**src/kwm_pkg.sv**
```systemverilog
// shared constants, codes and types for the k-way sorted merge unit
`timescale 1ns / 1ps

package kwm_pkg;

  localparam int NUM_LISTS  = 8;
  localparam int LIST_DEPTH = 64;

  localparam int DATA_W = 32;
  localparam int IDX_W  = 3;
  localparam int POS_W  = $clog2(LIST_DEPTH);
  localparam int CNT_W  = $clog2(LIST_DEPTH + 1);
  localparam int ADDR_W = IDX_W + POS_W;
  localparam int STORE_DEPTH = NUM_LISTS * LIST_DEPTH;

  localparam logic [1:0] OP_APPEND = 2'd0;
  localparam logic [1:0] OP_TAKE   = 2'd1;
  localparam logic [1:0] OP_CLEAR  = 2'd2;

  localparam logic [1:0] ST_OK    = 2'd0;
  localparam logic [1:0] ST_FULL  = 2'd1;
  localparam logic [1:0] ST_ORDER = 2'd2;
  localparam logic [1:0] ST_EMPTY = 2'd3;

  typedef struct packed {
    logic             valid;
    logic             has;
    logic [IDX_W-1:0] idx;
    logic [CNT_W-1:0] pos;
  } head_t;

  typedef struct packed {
    logic                     found;
    logic [IDX_W-1:0]         idx;
    logic [CNT_W-1:0]         pos;
    logic signed [DATA_W-1:0] val;
  } best_t;

endpackage

```
**src/kwm_min_unit.sv**
```systemverilog
// shared signed compare unit that tracks the smallest list head during a scan
`timescale 1ns / 1ps

module kwm_min_unit (
  input  logic                             clk,
  input  logic                             rst,
  input  logic                             init,
  input  kwm_pkg::head_t                   head,
  input  logic signed [kwm_pkg::DATA_W-1:0] data,
  output kwm_pkg::best_t                   best
);

  logic better;

  assign better = head.valid && head.has && (!best.found || (data < best.val));

  always_ff @(posedge clk) begin
    if (rst || init) begin
      best.found <= 1'b0;
    end else if (better) begin
      best.found <= 1'b1;
    end
    if (better) begin
      best.idx <= head.idx;
      best.pos <= head.pos;
      best.val <= data;
    end
  end

endmodule

```
**config.mk**
```make
export PLATFORM = sky130hd
export DESIGN_NAME = kwm_min_unit
export DESIGN_NICKNAME = d
export VERILOG_FILES = /design/src/kwm_pkg.sv /design/src/kwm_min_unit.sv
export SDC_FILE = /design/constraint.sdc
export NUM_CORES = 1
export LEC_CHECK = 0
export CORE_UTILIZATION = 40
export CTS_BUF_LIST = sky130_fd_sc_hd__clkbuf_8
export CTS_CLUSTER_SIZE = 28
export DETAILED_ROUTE_END_ITERATION = 8
export DONT_BUFFER_PORTS = 1
export PLACE_DENSITY_LB_ADDON = 0.2
export SLEW_MARGIN = 20
export SYNTH_ARGS = -nofsm -noshare
export SYNTH_HDL_FRONTEND = slang
export SYNTH_SLANG_ARGS = --single-unit
```
**constraint.sdc**
```tcl
create_clock -name clk -period 8.55 [get_ports clk]
set_clock_uncertainty 0.1 [all_clocks]
set_input_delay 0.4275 -clock clk [delete_from_list [all_inputs] [get_ports clk]]
set_output_delay 0.4275 -clock clk [all_outputs]
set_load 0.1 [all_outputs]
```
=== Yosys cells after proc, flatten, opt, wreduce, memory -nomap -nowiden ===
Cells that the tools add are included.

* Register bits: 43
* Input bits: 47
* Output and inout bits: 43
* Logic and storage cells: 10

* Magnitude comparators: 1
* Reduce and logical (&&, ||, !) cells: 5

{| class="wikitable"
|+ Operators with widths
! cell !! count
|-
| < comparator 32 bit || 1
|-
| logical AND 1 bit || 2
|-
| logical OR 1 bit || 2
|-
| logical NOT 1 bit || 1
|}

=== Longest topological paths before layout ===
* Word-level depth: 3
* Gate-level depth with buffers: 8
* Mapped depth without buffers: 8

=== Least setup slack after synthesis ===
OpenSTA, ideal clock, no wires.

* Kind: reg2reg
* Start point: register best[30] (netlist bit)
* End point: register best[0] (netlist bit) (enable)
* Setup time: 466 ps
* Arrival time: 4546 ps
* Setup slack: 3438 ps
* Stages on the path, launching flop included: 9
* Path buffers: 0
* Cell sequence: edfxtp_1 > inv_1 > ha_1 > a21oi_2 > nand2_1 > a221o_1 > a211o_1 > nor2b_4 > nor4_2

* Cells in the longest elaborated chain, start to end: 3

{| class="wikitable"
|+ Ends and longest elaborated chain
! element !! line !! source
|-
| from (decl) || kwm_min_unit.sv:10 || <nowiki>output kwm_pkg::best_t best</nowiki>
|-
| < comparator 32 bit || kwm_min_unit.sv:15 || <nowiki>assign better = head.valid && head.has && (!best.found || (data < best.val));</nowiki>
|-
| logical OR 1 bit || kwm_min_unit.sv:15 ||
|-
| logical AND 1 bit || kwm_min_unit.sv:15 ||
|-
| via better || kwm_min_unit.sv:13 || <nowiki>logic better;</nowiki>
|}

The timed path passes the listed nets, and every way through them passes these cells.
A chain may end at the register's enable or synchronous reset.

=== Final worst setup path ===
* Start point: register best[31] (netlist bit)
* End point: register best[30] (netlist bit) (enable)

The elaborated chain is that of the path after synthesis.

==> impl_summary.log <==
[metrics] Via Count: around 1300
[metrics] Req. time, crit path: 8.41 ns
[metrics] # rows: 26
[metrics] compound-gate portion of the synthesized area: 0.0822
[metrics] sequential area share after synthesis: 0.606
[metrics] net count reported at finish: 247
[metrics] clock tree from TritonCTS: built
[metrics] total number of yosys warnings: 0
[metrics] count of antenna-violating nets left after detailed routing: 0
[metrics] Starting DRT DRC Count: 30
[metrics] Hold-fix buffers, CTS: 0
[metrics] area share of xor/xnor cells in the synthesized design: 0
[metrics] classification of the worst setup path: reg -> reg
[metrics] leak pwr: a little under 0.001 uW
[metrics] result of the run: completed
[metrics] effective utilization at floorplan: 0.414
[metrics] total half-perimeter wirelength after legalization and detailed placement: 3160 um
[metrics] overflow left after global routing: 0
[metrics] setup slack at placement: around 4.4 ns
[metrics] synthesized-area fraction occupied by adder cells: 0.183
[metrics] drt wl/cell: between 15 and 20 um
[metrics] antenna violations before repair: 0
[metrics] Die Span Y: roughly 75 um
[metrics] CP Capture Type: flop
[metrics] Fmax achieved: around 280 MHz
[metrics] net switching fraction of the power: 0.311
[metrics] final RePlAce weighted congestion: between 0.6 and 0.7
[metrics] Slew HR: 0.319
[metrics] total length of routed wires: roughly 3900 um
[metrics] Arrival @ worst endpoint: approximately 3.4 ns
[metrics] total count of max-transition violations in the final report: 0
[metrics] fin worst setup slack: between 5 and 6 ns
[metrics] leading post-synthesis cells by instance count: 42 x sky130_fd_sc_hd__edfxtp_1, 32 x sky130_fd_sc_hd__inv_1, 31 x sky130_fd_sc_hd__ha_1, 14 x sky130_fd_sc_hd__a21oi_1, 8 x sky130_fd_sc_hd__nand2_1
[metrics] cts bufs inserted: 5
[metrics] Post-CTS Setup Bufs: 0
[metrics] largest family of logic cells by synthesized area: adder cells
[metrics] largest cells by area after synthesis: sky130_fd_sc_hd__edfxtp_1 60%, sky130_fd_sc_hd__ha_1 18%, sky130_fd_sc_hd__inv_1 5.7%
[metrics] Syn Inst Count: 160
[metrics] Worst Path Max Fanout: 25
[metrics] summed instance area of the synthesized netlist: 2110 um^2
[metrics] detailed-route DRC error count: 0
[metrics] area growth from synthesis to layout: 10.9%
[metrics] HP Class: in -> reg
[metrics] Clk pin slew, worst setup/hold paths: 0.08 ns
[metrics] top-count cell post-synth: sky130_fd_sc_hd__edfxtp_1
[metrics] count of cells resized by post-cts repair: 0
[metrics] Setup crit start kind: flop
[metrics] number of top-level design ports: 90
[metrics] htree depth: 2
[metrics] maximum buffer depth of the clock tree: 2
[metrics] Initial DRT Pass Iterations: 4
[metrics] Clk network pwr share: 0.310
[metrics] fraction of power consumed by sequential logic: 0.619
[metrics] area of the core region: 5110 um^2
[metrics] flip-flop count of the largest register after layout: 43
[metrics] Finish-stage setup viols: 0
[metrics] Top Registers: best (43)
[metrics] simple-gate area share of the yosys netlist: 0.0716
[metrics] Clock Sinks: 43
[metrics] number of filler instances in the final layout: approximately 500
[metrics] CTS Root Buffer Type: sky130_fd_sc_hd__clkbuf_8
[metrics] share of the synthesized area in the top cell type: 0.596
[metrics] net switching power figure: 156 uW
[metrics] most area-hungry cell type in the Yosys netlist: sky130_fd_sc_hd__edfxtp_1
[metrics] IR Drop Worst-Case VDD: about 0.000085 V
[metrics] synthesized net count: 238
[metrics] number of flip-flops and latches in the synthesized netlist: between 40 and 50
[metrics] Final min period: roughly 3.5 ns
[metrics] per-instance average area after synthesis: between 10 and 15 um^2
[metrics] maximum number of pins on one net before global-route repair: 26
[metrics] layout cells sized above 1: 0.0882
[metrics] via density per instance: about 5.3
[metrics] max-cap violation count: 0
[metrics] count of cell types in the netlist: 24
[metrics] count of antenna diodes in the layout: 0
[metrics] wire length of the first global-routing pass: around 5800 um
[metrics] number of enable-type register cells in the synthesized netlist: 42
[metrics] setup repair after global routing missed its margin: no
[metrics] vias in the first global route: between 1000 and 1500
[metrics] fraction of registers with async set or reset after synthesis: 0
[metrics] share of the clock period used by the worst path after layout: 0.412
[metrics] Die Wd: 74.7 um
[metrics] All-Layer GR Usage: 0.141
[metrics] worst skew pair latency: 0.29 ns
[metrics] floorplan die area: between 5000 and 6000 um^2
[metrics] number of port buffers: 0
[metrics] register containing the most flip-flops in the final layout: best
[metrics] Int Pwr: ~350 uW
[metrics] P per Cell Area: 214 nW/um^2
[metrics] post-route setup TNS: 0 ns
[metrics] fraction of synthesized area in multiplexers: 0
[metrics] Worst Tran Pin Value: approximately 1.0 ns
[metrics] proportion of power drawn by combinational gates: 0.070
[metrics] predominant post-synthesis flop cell: sky130_fd_sc_hd__edfxtp_1
[metrics] final hold vios: 0
## path summary, 6_finish.rpt
| kind | startpoint | cells past startpoint | slack, ns | endpoint |
|---|---|---|---|---|
| worst max register to register | best[31] | 9 | 5.03 | best[30] |
| worst min register to register | best[42] | 2 | 0.93 | best[42] |
| worst min-delay path | rst | 1 | 0.11 | best[42] |
| worst max-delay path | best[31] | 9 | 5.03 | best[30] |
## power by group through the flow
stage	sequential, uW	clock, uW	combinational [uW]
after floorplan	314	0	27.2
after global placement	315	0	33.2
after detailed placement	316	0	35.0
after CTS	311	161	35.3
after global routing	312	170	41.1
final	311	156	35.2
## cells by family after synthesis
| logic type | after synthesis |
|---|---|
| flops | 43 |
| simple gates | 26 |
| fa+ha+maj | 31 |
| buf+inv | 32 |
| compound gates | 28 |
## area by class of cell
type,instances,area (um^2),area share
Clock buffer,5,68.8,0.0293
Clock inverter,3,43.8,0.0187
Inverter,32,120,0.0512
Multi-Input combinational cell,85,722,0.308
Sequential cell,43,1280,0.546
Tap cell,70,87.6,0.0374
Timing Repair Buffer,2,21.3,0.00907
## per-layer routing
metal,part of all wire,vias to the layer above,global-route usage,routed length [um]
met5,0,-,0,0
met4,0.010,0,0.0377,40
met3,0.086,6,0.0629,332
met2,0.53,58,0.256,2070
met1,0.37,605,0.149,1420
li1,-,603,-,-
## stage by stage
stage	hold WS [ns]	utilization	cell area, um^2	power (uW)	cells
after floorplan	0.404	-	2110	341	160
after global placement	0.407	0.434	2220	349	231
after detailed placement	0.413	0.434	2220	351	231
after CTS	0.0988	0.456	2330	508	239
after global routing	0.0965	0.459	2340	523	240
final	0.111	0.459	2340	501	240
## critical path: stages (launching register included)
cell and delay (ns):
sky130_fd_sc_hd__edfxtp_1 0.97, sky130_fd_sc_hd__inv_1 0.11, sky130_fd_sc_hd__ha_1 0.37, sky130_fd_sc_hd__nand4_1 0.18, sky130_fd_sc_hd__nor2_1 0.07, sky130_fd_sc_hd__a221o_1 0.29
sky130_fd_sc_hd__a211o_1 0.26, sky130_fd_sc_hd__nor2b_4 0.14, sky130_fd_sc_hd__nor4_4 0.31, sky130_fd_sc_hd__buf_4 0.40
## cells in the final DEF, fill, tap and decap left out
cell type / netlist / layout
sky130_fd_sc_hd__a2111oi_0: 1 / 1
sky130_fd_sc_hd__a2111oi_2: 1 / 1
sky130_fd_sc_hd__a211o_1: 1 / 1
sky130_fd_sc_hd__a21o_1: 2 / 2
sky130_fd_sc_hd__a21oi_1: 14 / 14
sky130_fd_sc_hd__a21oi_2: 1 / 1
sky130_fd_sc_hd__a221o_1: 1 / 1
sky130_fd_sc_hd__buf_4: 0 / 1
sky130_fd_sc_hd__bufinv_16: 0 / 1
sky130_fd_sc_hd__clkbuf_8: 0 / 6
sky130_fd_sc_hd__clkinv_2: 0 / 1
sky130_fd_sc_hd__clkinv_4: 0 / 1
sky130_fd_sc_hd__dfxtp_1: 1 / 1
sky130_fd_sc_hd__edfxtp_1: 42 / 42
sky130_fd_sc_hd__ha_1: 31 / 31
sky130_fd_sc_hd__inv_1: 32 / 32
sky130_fd_sc_hd__nand2_1: 8 / 8
sky130_fd_sc_hd__nand2b_1: 1 / 1
sky130_fd_sc_hd__nand3_1: 3 / 3
sky130_fd_sc_hd__nand4_1: 6 / 6
sky130_fd_sc_hd__nor2_1: 2 / 2
sky130_fd_sc_hd__nor2b_4: 1 / 1
sky130_fd_sc_hd__nor3_1: 2 / 2
sky130_fd_sc_hd__nor3b_2: 1 / 1
sky130_fd_sc_hd__nor4_1: 1 / 1
sky130_fd_sc_hd__nor4_4: 0 / 1
sky130_fd_sc_hd__o211ai_1: 1 / 1
sky130_fd_sc_hd__o21ai_0: 5 / 5
sky130_fd_sc_hd__o21ai_1: 1 / 1
No activity file was read; power rests on OpenSTA's default activity.
